<file path="src/hdl/mbrf_pkg.sv">
// Package of the Modbus RTU request framer: byte slot kinds, function codes
// and the CRC-16/MODBUS byte update. Depends on nothing else.
package mbrf_pkg;

  typedef enum logic [1:0] {
    KIND_DATA   = 2'd0,
    KIND_CRC_LO = 2'd1,
    KIND_CRC_HI = 2'd2,
    KIND_BAD    = 2'd3
  } kind_e;

  localparam logic [7:0]  FC_READ_COILS      = 8'h01;
  localparam logic [7:0]  FC_WRITE_SINGLE_REG = 8'h06;
  localparam logic [7:0]  FC_WRITE_COIL      = 8'h05;
  localparam logic [7:0]  FC_WRITE_COILS     = 8'h0F;
  localparam logic [7:0]  FC_WRITE_REGS      = 8'h10;
  localparam logic [15:0] COIL_ON_WORD       = 16'hFF00;
  localparam logic [15:0] CRC_INIT           = 16'hFFFF;
  localparam logic [15:0] CRC_POLY           = 16'hA001;
  localparam int unsigned SLOTS              = 8;

  // Fold one byte into the reflected CRC, one bit per step.
  function automatic logic [15:0] crc_feed(input logic [15:0] crc, input logic [7:0] b);
    logic [15:0] c;
    c = crc ^ {8'h00, b};
    for (int k = 0; k < 8; k++) begin
      if (c[0]) begin
        c = (c >> 1) ^ CRC_POLY;
      end else begin
        c = c >> 1;
      end
    end
    return c;
  endfunction

endpackage

</file>
<file path="src/hdl/modbus_rtu_request_framer.sv">
// Modbus RTU master request framer: turns header and payload items into the
// request byte stream with CRC-16/MODBUS. Depends on mbrf_pkg.
//
// An item's bytes pass the job register, then the output register, to frame_byte_o.
// Throughput: one byte per cycle while out_stall_i is low; the input is stalled until
// the current item's last byte moves on. An item emits 8 bytes for codes 1 to 6, 7 for
// a 15/16 header, 1 for a rejected header and 0 to 4 for a payload item.
// Reset (rst_ni low, asynchronous) closes any open frame and empties the pipeline.
module modbus_rtu_request_framer (
  input  logic        clk_i,
  input  logic        rst_ni,
  input  logic        in_valid_i,
  output logic        in_stall_o,
  input  logic        command_i,
  input  logic [7:0]  device_id_i,
  input  logic [7:0]  function_code_i,
  input  logic [15:0] start_address_i,
  input  logic [10:0] quantity_i,
  input  logic [15:0] value_i,
  output logic        out_valid_o,
  input  logic        out_stall_i,
  output logic [7:0]  frame_byte_o,
  output logic        frame_end_o,
  output logic        bad_request_o
);

  // Frame state. It is updated at the transfer of each item, so the decode
  // of the next item already sees it while earlier bytes are still leaving.
  logic        frame_open_q, frame_open_d;
  logic        open_coil_q, open_coil_d;
  logic [10:0] elements_left_q, elements_left_d;
  logic [7:0]  coil_pack_q, coil_pack_d;
  logic [2:0]  coil_bit_pos_q, coil_bit_pos_d;

  // Job register: the bytes one item emits, each with its kind.
  logic                job_valid_q;
  logic                job_init_q, job_init_d;
  logic [2:0]          job_idx_q;
  logic [2:0]          job_last_q, job_last_d;
  logic [7:0]          job_byte_q [mbrf_pkg::SLOTS];
  logic [7:0]          job_byte_d [mbrf_pkg::SLOTS];
  mbrf_pkg::kind_e     job_kind_q [mbrf_pkg::SLOTS];
  mbrf_pkg::kind_e     job_kind_d [mbrf_pkg::SLOTS];
  logic                job_make;

  // Running CRC, folded as the data bytes move into the output register.
  logic [15:0] crc_q, crc_d;

  // Output register.
  logic        out_valid_q;
  logic [7:0]  out_byte_q, out_byte_d;
  logic        out_end_q, out_end_d;
  logic        out_bad_q, out_bad_d;

  logic        advance;
  logic        job_done;
  logic        in_xfer;

  assign advance    = !out_valid_q || !out_stall_i;
  assign job_done   = job_valid_q && advance && (job_idx_q == job_last_q);
  assign in_stall_o = job_valid_q && !job_done;
  assign in_xfer    = in_valid_i && !in_stall_o;

  // Item decode: next frame state and the job that the item produces.
  always_comb begin
    logic [15:0] word;
    logic [11:0] qty_round;
    logic [7:0]  count;
    logic [7:0]  pack_new;
    logic        fc_short;
    logic        fc_long;
    frame_open_d    = frame_open_q;
    open_coil_d     = open_coil_q;
    elements_left_d = elements_left_q;
    coil_pack_d     = coil_pack_q;
    coil_bit_pos_d  = coil_bit_pos_q;
    job_make        = 1'b0;
    job_init_d      = 1'b0;
    job_last_d      = 3'd0;
    for (int s = 0; s < mbrf_pkg::SLOTS; s++) begin
      job_byte_d[s] = 8'h00;
      job_kind_d[s] = mbrf_pkg::KIND_DATA;
    end
    fc_short  = (function_code_i >= mbrf_pkg::FC_READ_COILS) &&
                (function_code_i <= mbrf_pkg::FC_WRITE_SINGLE_REG);
    fc_long   = (function_code_i == mbrf_pkg::FC_WRITE_COILS) ||
                (function_code_i == mbrf_pkg::FC_WRITE_REGS);
    qty_round = {1'b0, quantity_i} + 12'd7;
    if (function_code_i == mbrf_pkg::FC_WRITE_COILS) begin
      count = qty_round[10:3];
    end else begin
      count = {quantity_i[6:0], 1'b0};
    end
    if (function_code_i == mbrf_pkg::FC_WRITE_COIL) begin
      word = (value_i == 16'd1) ? mbrf_pkg::COIL_ON_WORD : 16'h0000;
    end else if (function_code_i == mbrf_pkg::FC_WRITE_SINGLE_REG) begin
      word = value_i;
    end else begin
      word = {5'd0, quantity_i};
    end
    pack_new = coil_pack_q | (8'(value_i[0]) << coil_bit_pos_q);

    if (!command_i) begin
      // A header always abandons whatever frame was open.
      job_make        = 1'b1;
      frame_open_d    = 1'b0;
      open_coil_d     = 1'b0;
      elements_left_d = 11'd0;
      coil_pack_d     = 8'h00;
      coil_bit_pos_d  = 3'd0;
      job_byte_d[0]   = device_id_i;
      job_byte_d[1]   = function_code_i;
      job_byte_d[2]   = start_address_i[15:8];
      job_byte_d[3]   = start_address_i[7:0];
      job_init_d      = 1'b1;
      if (fc_short) begin
        job_byte_d[4] = word[15:8];
        job_byte_d[5] = word[7:0];
        job_kind_d[6] = mbrf_pkg::KIND_CRC_LO;
        job_kind_d[7] = mbrf_pkg::KIND_CRC_HI;
        job_last_d    = 3'd7;
      end else if (fc_long && (quantity_i != 11'd0)) begin
        job_byte_d[4]   = {5'd0, quantity_i[10:8]};
        job_byte_d[5]   = quantity_i[7:0];
        job_byte_d[6]   = count;
        job_last_d      = 3'd6;
        frame_open_d    = 1'b1;
        open_coil_d     = (function_code_i == mbrf_pkg::FC_WRITE_COILS);
        elements_left_d = quantity_i;
      end else begin
        job_init_d    = 1'b0;
        job_byte_d[0] = 8'h00;
        job_kind_d[0] = mbrf_pkg::KIND_BAD;
      end
    end else if (!frame_open_q || (elements_left_q == 11'd0)) begin
      job_make      = 1'b1;
      job_kind_d[0] = mbrf_pkg::KIND_BAD;
    end else begin
      elements_left_d = elements_left_q - 11'd1;
      if (open_coil_q) begin
        coil_pack_d    = pack_new;
        coil_bit_pos_d = coil_bit_pos_q + 3'd1;
        if ((coil_bit_pos_q == 3'd7) || (elements_left_q == 11'd1)) begin
          job_make       = 1'b1;
          job_byte_d[0]  = pack_new;
          coil_pack_d    = 8'h00;
          coil_bit_pos_d = 3'd0;
          if (elements_left_q == 11'd1) begin
            job_kind_d[1] = mbrf_pkg::KIND_CRC_LO;
            job_kind_d[2] = mbrf_pkg::KIND_CRC_HI;
            job_last_d    = 3'd2;
          end
        end
      end else begin
        job_make      = 1'b1;
        job_byte_d[0] = value_i[15:8];
        job_byte_d[1] = value_i[7:0];
        job_last_d    = 3'd1;
        if (elements_left_q == 11'd1) begin
          job_kind_d[2] = mbrf_pkg::KIND_CRC_LO;
          job_kind_d[3] = mbrf_pkg::KIND_CRC_HI;
          job_last_d    = 3'd3;
        end
      end
      if (elements_left_q == 11'd1) begin
        frame_open_d = 1'b0;
        open_coil_d  = 1'b0;
      end
    end
  end

  // Byte emission: the slot under the job index goes to the output register.
  always_comb begin
    logic [15:0] crc_base;
    crc_base  = (job_init_q && (job_idx_q == 3'd0)) ? mbrf_pkg::CRC_INIT : crc_q;
    crc_d     = crc_q;
    out_byte_d = 8'h00;
    out_end_d  = 1'b0;
    out_bad_d  = 1'b0;
    case (job_kind_q[job_idx_q])
      mbrf_pkg::KIND_DATA: begin
        out_byte_d = job_byte_q[job_idx_q];
        crc_d      = mbrf_pkg::crc_feed(crc_base, job_byte_q[job_idx_q]);
      end
      mbrf_pkg::KIND_CRC_LO: begin
        out_byte_d = crc_q[7:0];
      end
      mbrf_pkg::KIND_CRC_HI: begin
        out_byte_d = crc_q[15:8];
        out_end_d  = 1'b1;
        crc_d      = mbrf_pkg::CRC_INIT;
      end
      mbrf_pkg::KIND_BAD: begin
        out_bad_d = 1'b1;
      end
      default: begin
        out_bad_d = 1'b0;
      end
    endcase
  end

  always_ff @(posedge clk_i or negedge rst_ni) begin
    if (!rst_ni) begin
      frame_open_q    <= 1'b0;
      open_coil_q     <= 1'b0;
      elements_left_q <= 11'd0;
      coil_pack_q     <= 8'h00;
      coil_bit_pos_q  <= 3'd0;
      job_valid_q     <= 1'b0;
      job_idx_q       <= 3'd0;
      crc_q           <= mbrf_pkg::CRC_INIT;
      out_valid_q     <= 1'b0;
    end else begin
      if (in_xfer) begin
        frame_open_q    <= frame_open_d;
        open_coil_q     <= open_coil_d;
        elements_left_q <= elements_left_d;
        coil_pack_q     <= coil_pack_d;
        coil_bit_pos_q  <= coil_bit_pos_d;
      end
      if (advance) begin
        out_valid_q <= job_valid_q;
      end
      if (advance && job_valid_q) begin
        crc_q <= crc_d;
      end
      // A new job replaces the current one only as its last byte leaves.
      if (in_xfer && job_make) begin
        job_valid_q <= 1'b1;
        job_idx_q   <= 3'd0;
      end else if (advance && job_valid_q) begin
        if (job_idx_q == job_last_q) begin
          job_valid_q <= 1'b0;
        end else begin
          job_idx_q <= job_idx_q + 3'd1;
        end
      end
    end
  end

  // Payload registers need no reset.
  always_ff @(posedge clk_i) begin
    if (in_xfer && job_make) begin
      job_init_q <= job_init_d;
      job_last_q <= job_last_d;
      for (int s = 0; s < mbrf_pkg::SLOTS; s++) begin
        job_byte_q[s] <= job_byte_d[s];
        job_kind_q[s] <= job_kind_d[s];
      end
    end
    if (advance && job_valid_q) begin
      out_byte_q <= out_byte_d;
      out_end_q  <= out_end_d;
      out_bad_q  <= out_bad_d;
    end
  end

  assign out_valid_o   = out_valid_q;
  assign frame_byte_o  = out_byte_q;
  assign frame_end_o   = out_end_q;
  assign bad_request_o = out_bad_q;

`ifndef NO_ASSERTIONS
  // A new item is only taken while the current job hands over its last byte.
  a_accept_on_last: assert property (@(posedge clk_i) disable iff (!rst_ni)
    (in_xfer && job_valid_q) |-> (advance && (job_idx_q == job_last_q)))
    else $error("item accepted while job still has bytes to send");

  // An open frame always still expects at least one element.
  a_open_has_elements: assert property (@(posedge clk_i) disable iff (!rst_ni)
    frame_open_q |-> (elements_left_q != 11'd0))
    else $error("frame open with no elements left");

  // Partial coil bytes exist only inside an open coil frame.
  a_coil_pack_in_frame: assert property (@(posedge clk_i) disable iff (!rst_ni)
    (coil_bit_pos_q != 3'd0) |-> (frame_open_q && open_coil_q))
    else $error("coil bits pending outside a coil frame");

  // A rejected item never ends a frame.
  a_bad_not_end: assert property (@(posedge clk_i) disable iff (!rst_ni)
    (out_valid_q && out_bad_q) |-> !out_end_q)
    else $error("bad request marked as frame end");
`endif

endmodule
</file>
<file path="config.mk">
export PLATFORM = sky130hd
export DESIGN_NAME = modbus_rtu_request_framer
export DESIGN_NICKNAME = d
export VERILOG_FILES = /design/src/hdl/mbrf_pkg.sv /design/src/hdl/modbus_rtu_request_framer.sv
export SDC_FILE = /design/constraint.sdc
export NUM_CORES = 1
export LEC_CHECK = 0
export BUFFER_PORTS_ARGS = -buffer_cell sky130_fd_sc_hd__buf_2
export CAP_MARGIN = 20
export CORE_MARGIN = 1
export CORE_UTILIZATION = 40
export DETAILED_ROUTE_END_ITERATION = 10
export PLACE_DENSITY = 0.6
export SLEW_MARGIN = 15
export SYNTH_ARGS = -nofsm -noshare
export SYNTH_HDL_FRONTEND = slang
export SYNTH_SLANG_ARGS = --single-unit
</file>
<file path="constraint.sdc">
create_clock -name clk_i -period 6.45 [get_ports clk_i]
set_clock_uncertainty 0.2 [all_clocks]
set_input_delay 0 -clock clk_i [delete_from_list [all_inputs] [get_ports clk_i]]
set_output_delay 0 -clock clk_i [all_outputs]
set_load 0.02 [all_outputs]
</file>
==> impl_results.md, run 1 <==
- HP Class: input port to asynchronous set/reset pin
- Tmin final: 3.66 ns
- DRC: 0
- Syn Inst Count: 605
- Number of synthesized flops with an enable pin: 75
- DR vias: 5351
- Vias in the first global route: 5248
- Initial Util: 40.9%
- Die width: 129 um
- Lkg Pwr: 3.37 nW
- Root Driver: clkbuf_16
- Max VDD drop: 388 uV
- Clk sinks: 120
- Final setup fails: 0
- Post-Syn Area: 6500 sq um
- RSZ-0062 raised after global routing: false
- H-tree lvl count: 4
- Remaining antenna violation count after routing: 0
- CP Capture Type: register
- Core Area: 15900 sq um
- Cell family with most CP delay: simple AND/OR/NAND/NOR gates
- Final hold violations: 0
- Synth Net Count: 676
- Crit Path Max Fanout: 39
- Critical path data required time: 6.31 ns
- Avg Inst Size Synth: 10.7 sq um
- Port bufs: 75
- Crit path DAT: 3.52 ns
- Die Area: 16800 sq um
- Post_cts resized: 0
- Clk buf depth: 2
- Gpl congestion: 0.888
- Maxcap violations: 0
- Crit path buf inv count: 1
- Fillers: 1413
- Layout Nets: 829
- Worst-path clk slew: 0.06 ns
- Fmax achieved: 273 MHz
- TNS Setup: 0 ns
- Synth warn: 0
- Slew Limit Fails: 0
- Final WL: 17.7 mm
- Initial DRC Count: 452
- Async SR Flop Fraction: 37.5%
- Num CTS Buffers: 17
- Tot Pwr: 0.00408 W
- Crit path largest cell delay: 0.67 ns
- CP Class: register to register
- Top Ports: 76
- PwrDens: 482 nW/um^2
- Fin util: 53.3%
- Min Hold Slack: 0.0239 ns
- Largest net degree at the start of global routing: 46
- Worst relative slew slack: 32.1%
- Global-route wire length before repair: 27.9 mm
- Synth unique cells: 64
- Via/cell ratio: 5.42
- Yosys reg bits: 120
- Layout cell share with drive strength beyond 1: 20.0%
- Antenna cells: 0
- Main synth FF type: edfxtp_1
- CP max-delay cell: nor2_4
- Initial antenna violation count: 0
- Die Span Y: 129 um
- Tcrit/Tclk final: 56.8%
- Row cnt: 46
- Crit start category: register
- Worst path cell trace: or4_1, nor3b_2, a21oi_1, nand2_1, nor2_1, nor2_4, buf_4
- Grt ovf: 0
- TritonRoute pass-1 iters: 5
- Status: finished, final reports clean
- Tot GR Track Use: 22.2%
- Area growth syn-to-layout: 30.3%
- Register area share after synthesis: 52.3%
- CTS tree: done
- Dpl hpwl: 12.2 mm
- Slew @ Worst Pin: 1.02 ns
- Mean routed wirelength per cell: 17.9 um
- Worst-Skew Late Latency: 0.42 ns
## kinds of logic (layout without fill, tap and decap cells)
family / Yosys count / after routing / share of synthesized area [%]
simple gates: 197 / 197 / 14.6
compound gates: 166 / 166 / 17.3
flops: 120 / 120 / 52.3
buf+inv: 45 / 211 / 3.52
xor+xnor: 37 / 37 / 5.80
mux: 33 / 33 / 5.18
fa+ha+maj: 7 / 7 / 1.35
## worst register-to-register path: stages, from the launching register on
cell	delay, ns
dfrtp_1	0.41
or4_1	0.62
nor3b_2	0.29
a21oi_1	0.17
nand2_1	0.23
nor2_1	0.13
nor2_4	0.67
buf_4	0.57
## sequential cells by signal, summed over array words and instances, names as in the netlist
| name | flops |
|---|---|
| out_valid_o | 1 |
| elements_left_q | 11 |
| job_valid_q | 1 |
| bad_request_o | 1 |
| coil_bit_pos_q | 3 |
| crc_q | 16 |
| frame_open_q | 1 |
| job_byte_q | 56 |
| job_idx_q | 3 |
| frame_byte_o | 8 |
| frame_end_o | 1 |
| job_last_q | 3 |
| coil_pack_q | 8 |
| job_kind_q | 5 |
| open_coil_q | 1 |
| job_init_q | 1 |
## power by group
part,total [W],switching [W],internal [W]
sequential,0.00127,0.000152,0.00112
combinational,0.00188,0.000978,0.000899
clock,0.000938,0.000356,0.000581
## synth_stat cells, drive strengths merged (6+ instances only)
library cell   n  area share, %
edfxtp        75             35
nor2          61            3.6
nand2         57            3.3
o21ai         42            3.4
a21oi         40            3.1
dfrtp         29             11
mux2i         28            4.3
xnor2         25            3.7
a22o          22            3.0
nor2b         22            2.1
clkbuf        19            1.1
dfstp         16            6.5
a22oi         15            1.7
inv           14           0.85
buf           11            1.5
nor3          11           0.85
nor4          10            1.1
xor2          10            1.3
a221o          7            1.1
and3           7           0.69
ha             7            1.3
nand3          7           0.54
a211oi         6           0.69
or3            6           0.58
## worst paths after layout
| kind | slack [ns] | end | start | cells past startpoint |
|---|---|---|---|---|
| worst min-delay path | 0.02 | elements_left_q[0] | rst_ni | 3 |
| worst max register to register | 2.79 | job_byte_q[5][1] | elements_left_q[7] | 7 |
| max in group asynchronous | 5.58 | coil_pack_q[0] | rst_ni | 3 |
| min in group clk_i | 0.03 | job_byte_q[2][5] | command_i | 2 |
| worst min register to register | 0.31 | out_valid_o | job_valid_q | 1 |
| worst max-delay path | 2.79 | job_byte_q[5][1] | elements_left_q[7] | 7 |
## per-stage QoR
stage	setup WS [ns]	cell area, sq um	cells
after floorplan	1.36	6500	605
after global placement	2.88	7020	871
after detailed placement	2.74	7020	871
after CTS	2.74	8420	984
after global routing	2.57	8470	987
final	2.79	8470	987
## placed cells by master, fill, tap and decap left out, types with 8 or more instances in the layout
master	netlist	layout
xor2_1	10	10
edfxtp_1	75	75
inv_1	11	11
clkbuf_16	0	17
nor3_1	11	11
o21ai_0	19	18
a22oi_1	15	15
nor2_1	60	59
dfrtp_1	29	29
xnor2_1	22	22
o21ai_1	20	21
mux2i_1	28	28
a21oi_1	40	40
dfstp_2	16	16
buf_2	3	75
dlygate4sd3_1	0	81
nor4_1	9	8
nand2_1	57	57
a22o_1	22	22
nor2b_1	22	22
## per-layer routing
layer / vias to the layer above / global-route usage (%) / part of all wire, %
met1: 2592 / 28.4 / 44
met4: 0 / 8.14 / 2.0
met2: 193 / 36.5 / 48
met5: - / 0 / 0
met3: 31 / 5.66 / 5.9
li1: 2535 / - / -
## area by class of cell
type / count / area, sq um / area share [%]
clock inverters: 13 / 148 / 1.74
clock buffers: 19 / 443 / 5.23
flip-flops and latches: 120 / 3400 / 40.1
well taps: 216 / 270 / 3.19
multi-input cells: 440 / 2880 / 34.0
repair buffers: 164 / 1270 / 15.0
inverters: 15 / 58.8 / 0.695
## what timing repair did
item,4_1_cts,5_1_grt
buffers inserted,0,0
hold endpoints to repair,147,0
hold buffers,81,0
(Power assumes the default switching activity.)
==> run 2: changes to the inputs <==
==> constraint.sdc (replaced) <==
create_clock -name clk_i -period 3.7 [get_ports clk_i]
set_clock_uncertainty 0.2 [all_clocks]
set_input_delay 0 -clock clk_i [delete_from_list [all_inputs] [get_ports clk_i]]
set_output_delay 0 -clock clk_i [all_outputs]
set_load 0.02 [all_outputs]
==> impl_results.md, run 2 (synthesis gave the netlist of run 1 again) <==
- Global-route wire length before repair: 28.3 mm (+1.2%)
- Clk sinks: 120 (unchanged)
- CP Capture Type: register
- Final setup fails: 0 (unchanged)
- Switching Share: 36.9% (+0.54 points)
- Setup ws final: 0.222 ns (-2.56 ns)
- TNS Setup: 0 ns (unchanged)
- Int Pwr: 0.00453 W (+74%)
- PwrDens: 836 nW/um^2 (+73%)
- Biggest regs: job_byte_q: 56 flops, crc_q: 16 flops, elements_left_q: 11 flops
- Critical path data required time: 3.65 ns (-2.66 ns)
- Slew @ Worst Pin: 0.868 ns (-0.150 ns)
- Area growth syn-to-layout: 32.1%
- Clock power frac: 22.9% (about the same)
- Crit path largest cell delay: 0.61 ns (-0.06 ns)
- Worst relative slew slack: 41.9% (+9.8 points)
- TritonRoute pass-1 iters: 5 (unchanged)
- Vias in the first global route: 5309 (+1.2%)
- RSZ-0062 raised after global routing: false
- Commonest non-fill, non-tap cells in the layout: dlygate4sd3_1 (83), edfxtp_1 (75), buf_2 (75)
- Antenna cells: 0 (unchanged)
- Die Area: 16800 sq um (unchanged)
- Multi-input logic area: 2880 sq um (unchanged)
- Fmax achieved: 287 MHz (+5.3%)
- Tot GR Track Use: 22.9% (+0.65 points)
- Initial Util: 40.9% (unchanged)
- Initial antenna violation count: 0 (unchanged)
- Layout cell share with drive strength beyond 1: 21.3% (+1.3 points)
- CP max-delay cell: or4_1
- Worst path cell trace: or4_1, nor3b_2, a21oi_1, nand2_1, nor2_1, buf_4, a22oi_1, dlygate4sd3_1, o21ai_1
- Post_cts resized: 0 (unchanged)
- Final hold violations: 0 (unchanged)
- Row cnt: 46 (unchanged)
- Crit start category: register
- Lkg Pwr: 3.44 nW (+2.4%)
- Die Span Y: 129 um (unchanged)
- Maxcap violations: 0 (unchanged)
- Initial DRC Count: 339 (-25%)
- Remaining antenna violation count after routing: 0 (unchanged)
- Tcrit/Tclk final: 94.0% (+37 points)
- Layout Nets: 843 (+1.7%)
- Final WL: 18.1 mm (+2.5%)
- Largest Register: job_byte_q
- Via/cell ratio: 5.41 (-0.13%)
- Slew Limit Fails: 0 (unchanged)
- Num CTS Buffers: 17 (unchanged)
- Crit path DAT: 3.42 ns (-0.10 ns)
- Max reg flops: 56 (unchanged)
- Max VDD drop: 693 uV (+79%)
- Crit Path Max Fanout: 14 (-64%)
- Root Driver: clkbuf_16
- Dpl ws: 0.580 ns (-2.16 ns)
- Fillers: 1419 (+0.42%)
- Clk buf depth: 2 (unchanged)
- Sequential fraction of design power: 30.2% (-0.9 points)
- H-tree lvl count: 4 (unchanged)
- Gpl congestion: 0.915 (+3.1%)
- Dpl hpwl: 12.8 mm (+5.3%)
- Worst-path clk slew: 0.07 ns (about the same)
- Combinational share of power: 46.8% (+0.8 points)
- CTS tree: done
- Mean routed wirelength per cell: 18.1 um (+1.0%)
- Flip-flop and latch area: 3400 sq um (unchanged)
- Die width: 129 um (unchanged)
- Post-CTS setup buffer count: 0 (unchanged)
- CP Class: register to register
- HP Class: input port to asynchronous set/reset pin
- DRC: 0 (unchanged)
- Status: finished, final reports clean
- Tmin final: 3.48 ns (-0.186 ns)
- Commonest non-fill, non-tap cell in the layout: dlygate4sd3_1
- Top Ports: 76 (unchanged)
- DR vias: 5420 (+1.3%)
- Core Area: 15900 sq um (unchanged)
- Largest net degree at the start of global routing: 46 (unchanged)
- Grt ovf: 0 (unchanged)
- Worst-Skew Late Latency: 0.43 ns (about the same)
- Port bufs: 75 (unchanged)
- Sw Pwr: 0.00265 W (+78%)
## run 2: cell types whose count changed in the layout (fill, tap and decap cells not counted), moves of 3 or more
cell	change
clkinv_4	-5
buf_4	+11
inv_6	+6
inv_8	+3
## run 2: power by group through the flow
| stage | Clock (W) | Sequential [W] | Combinational [W] |
|---|---|---|---|
| after floorplan | 0 | 0.00219 | 0.00258 |
| after global placement | 0 | 0.00219 | 0.00328 |
| after detailed placement | 0 | 0.00219 | 0.00330 |
| after CTS | 0.00167 | 0.00217 | 0.00337 |
| after global routing | 0.00173 | 0.00222 | 0.00367 |
| final | 0.00164 | 0.00217 | 0.00336 |
## run 2: stage by stage
step	cells	total power (W)	util (%)	hold slack (ns)	area, sq um
after global placement	884	0.00546	45.0	-0.0581	7150
after floorplan	605	0.00476	-	-0.496	6500
after detailed placement	884	0.00549	45.0	-0.0454	7150
after global routing	1001	0.00761	54.0	0.0212	8580
after CTS	999	0.00721	53.9	0.000845	8570
final	1001	0.00718	54.0	0.0136	8580
## run 2: path summary, 6_finish.rpt
| check | cells past startpoint | endpoint | slack [ns] | start |
|---|---|---|---|---|
| worst max-delay path | 9 | job_byte_q[0][1] | 0.22 | elements_left_q[7] |
| worst min-delay path | 3 | elements_left_q[7] | 0.01 | rst_ni |
| worst max register to register | 9 | job_byte_q[0][1] | 0.22 | elements_left_q[7] |
| worst min register to register | 1 | out_valid_o | 0.30 | job_valid_q |
| max in group asynchronous | 3 | job_idx_q[0] | 2.83 | rst_ni |
| min in group clk_i | 2 | job_byte_q[3][5] | 0.02 | command_i |
## run 2: cell type report
class | count | area share, %
clock inverters | 13 | 1.37
flip-flops and latches | 120 | 39.6
repair buffers | 178 | 16.1
clock buffers | 19 | 5.54
well taps | 216 | 3.15
inverters | 15 | 0.685
multi-input cells | 440 | 33.6
## run 2: repair_timing
item	in CTS	in global routing
hold buffers	83	0
endpoints found under the setup margin	0	0
hold endpoints to repair	125	0
## run 2: layer usage
| layer | up-vias | wire (um) | track usage, % |
|---|---|---|---|
| li1 | 2572 | - | - |
| met1 | 2578 | 7580 | 27.8 |
| met2 | 219 | 8770 | 37.6 |
| met3 | 51 | 1110 | 6.36 |
| met4 | 0 | 628 | 11.1 |
| met5 | - | 0 | 0 |
## run 2: critical path: cells and delay by family, from the launching register on
family / cells / cell delay (ns)
flops: 1 / 0.43
simple gates: 4 / 1.26
compound gates: 3 / 0.48
buf+inv: 2 / 0.83
==> run 3: changes to the inputs <==
--- a/config.mk
+++ b/config.mk
@@ -10,7 +10,7 @@
 export CORE_MARGIN = 1
 export CORE_UTILIZATION = 40
 export DETAILED_ROUTE_END_ITERATION = 10
-export PLACE_DENSITY = 0.6
+export PLACE_DENSITY_LB_ADDON = 0.25
 export SLEW_MARGIN = 15
 export SYNTH_ARGS = -nofsm -noshare
 export SYNTH_HDL_FRONTEND = slang
==> impl_results.md, run 3 (synthesis gave the netlist of run 1 again) <==
- CP Class: register to register
- Initial DRC Count: 388 (+14%)
- Gpl congestion: 0.959 (+4.8%)
- Tcrit/Tclk final: 95.0% (+1.0 points)
- Cts hold-fix bufs: 89 (+7.2%)
- Final hold violations: 0 (unchanged)
- RSZ-0062 raised after global routing: false
- Final setup fails: 0 (unchanged)
- Biggest regs: job_byte_q: 56 flops, crc_q: 16 flops, elements_left_q: 11 flops
- H-tree lvl count: 4 (unchanged)
- Antenna cells: 0 (unchanged)
- Global-route wire length before repair: 27.6 mm (-2.4%)
- Crit start category: register
- Dpl ws: 0.575 ns (-0.00522 ns)
- Flip-flop and latch area: 3400 sq um (unchanged)
- Via/cell ratio: 5.37 (-0.88%)
- DR vias: 5356 (-1.2%)
- Clk sinks: 120 (unchanged)
- Port bufs: 75 (unchanged)
- Top Ports: 76 (unchanged)
- Final WL: 17.4 mm (-3.7%)
- Die Area: 16800 sq um (unchanged)
- Layout Nets: 840 (-0.36%)
- Core Area: 15900 sq um (unchanged)
- Crit Path Max Fanout: 13 (-1)
- Lkg Pwr: 3.42 nW (-0.66%)
- Worst-Skew Late Latency: 0.42 ns (about the same)
- Fillers: 1424 (+0.35%)
- Num CTS Buffers: 17 (unchanged)
- Worst-path clk slew: 0.06 ns (about the same)
- Dpl hpwl: 12.3 mm (-3.7%)
- Largest net degree at the start of global routing: 45 (-2.2%)
- Slew Limit Fails: 0 (unchanged)
- Initial antenna violation count: 0 (unchanged)
- Multi-input logic area: 2890 sq um (+0.30%)
- Max VDD drop: 633 uV (-8.8%)
- HP Class: input port to asynchronous set/reset pin
- Vias in the first global route: 5277 (-0.60%)
- Commonest non-fill, non-tap cells in the layout: dlygate4sd3_1 (89), edfxtp_1 (75), buf_2 (75)
- Min Hold Slack: 0.0334 ns (+0.0199 ns)
- Post-CTS setup buffer count: 0 (unchanged)
- Tmin final: 3.52 ns (+0.0375 ns)
- Max reg flops: 56 (unchanged)
- CP Capture Type: register
- DRC: 0 (unchanged)
- Initial Util: 40.9% (unchanged)
- Layout cell share with drive strength beyond 1: 20.1% (-1.2 points)
- PwrDens: 841 nW/um^2 (+0.53%)
- Remaining antenna violation count after routing: 0 (unchanged)
- Critical path data required time: 3.80 ns (+0.15 ns)
- Post_cts resized: 0 (unchanged)
- Largest Register: job_byte_q
- Maxcap violations: 0 (unchanged)
- Status: finished, final reports clean
- Setup ws final: 0.184 ns (-0.0375 ns)
- Area growth syn-to-layout: 31.9%
- Row cnt: 46 (unchanged)
- Tot GR Track Use: 22.3% (-0.61 points)
- Clk buf depth: 2 (unchanged)
- Commonest non-fill, non-tap cell in the layout: dlygate4sd3_1
- TNS Setup: 0 ns (unchanged)
- Grt ovf: 0 (unchanged)
- Root Driver: clkbuf_16
- Worst relative slew slack: 40.1% (-1.7 points)
- CTS tree: done
- Fmax achieved: 284 MHz (-1.1%)
- Crit path DAT: 3.62 ns (+0.20 ns)
- Slew @ Worst Pin: 0.894 ns (+0.0261 ns)
- TritonRoute pass-1 iters: 4 (-1)
- Die width: 129 um (unchanged)
- Mean routed wirelength per cell: 17.5 um (-3.4%)
- Die Span Y: 129 um (unchanged)
[run 3: layer usage]
| metal | routed length [um] | GRT usage [%] | part of all wire [%] | vias to the layer above |
|---|---|---|---|---|
| li1 | - | - | - | 2569 |
| met1 | 7570 | 27.8 | 43 | 2567 |
| met2 | 8290 | 35.7 | 48 | 174 |
| met3 | 902 | 5.95 | 5.2 | 46 |
| met4 | 658 | 11.4 | 3.8 | 0 |
| met5 | 0 | 0 | 0 | - |
[run 3: cell type report]
cell class / instances / share of cell area, %
Clock buffer: 17 / 4.96
Clock inverter: 15 / 1.91
Inverter: 15 / 0.686
Multi-Input combinational cell: 440 / 33.7
Sequential cell: 120 / 39.7
Tap cell: 216 / 3.15
Timing Repair Buffer: 175 / 15.9
[run 3: worst max-delay path: stages (launching register included)]
cell           delay (ns)
dfrtp_1              0.43
nor4_1               0.49
nor3b_2              0.38
a21oi_1              0.18
o211a_1              0.40
nand2_1              0.11
dlygate4sd3_1        0.55
o21ai_0              0.07
dlygate4sd3_1        0.57
[run 3: power by group]
part | internal (W) | total (W) | switching (W)
logic | 0.00159 | 0.00337 | 0.00178
registers | 0.00194 | 0.00219 | 0.000241
clock network | 0.00100 | 0.00165 | 0.000642
total | 0.00454 | 0.00720 | 0.00267
[run 3: worst paths after layout]
kind / from / end / slack [ns] / cells past startpoint
worst max-delay path: elements_left_q[3] / elements_left_q[1] / 0.18 / 8
worst min-delay path: rst_ni / job_valid_q / 0.03 / 3
worst max register to register: elements_left_q[3] / elements_left_q[1] / 0.18 / 8
worst min register to register: job_valid_q / out_valid_o / 0.29 / 1
max in group asynchronous: rst_ni / coil_pack_q[4] / 2.84 / 3
min in group clk_i: command_i / job_byte_q[3][2] / 0.03 / 2
[run 3: through the flow]
| step | power, W | cells | util, % | instance area [sq um] |
|---|---|---|---|---|
| 2_1_floorplan | 0.00476 | 605 | - | 6500 |
| 3_3_place_gp | 0.00544 | 877 | 44.6 | 7080 |
| 3_5_place_dp | 0.00547 | 877 | 44.6 | 7080 |
| 4_1_cts | 0.00722 | 998 | 53.9 | 8560 |
| 5_1_grt | 0.00764 | 998 | 53.9 | 8570 |
| 6_report | 0.00720 | 998 | 53.9 | 8570 |
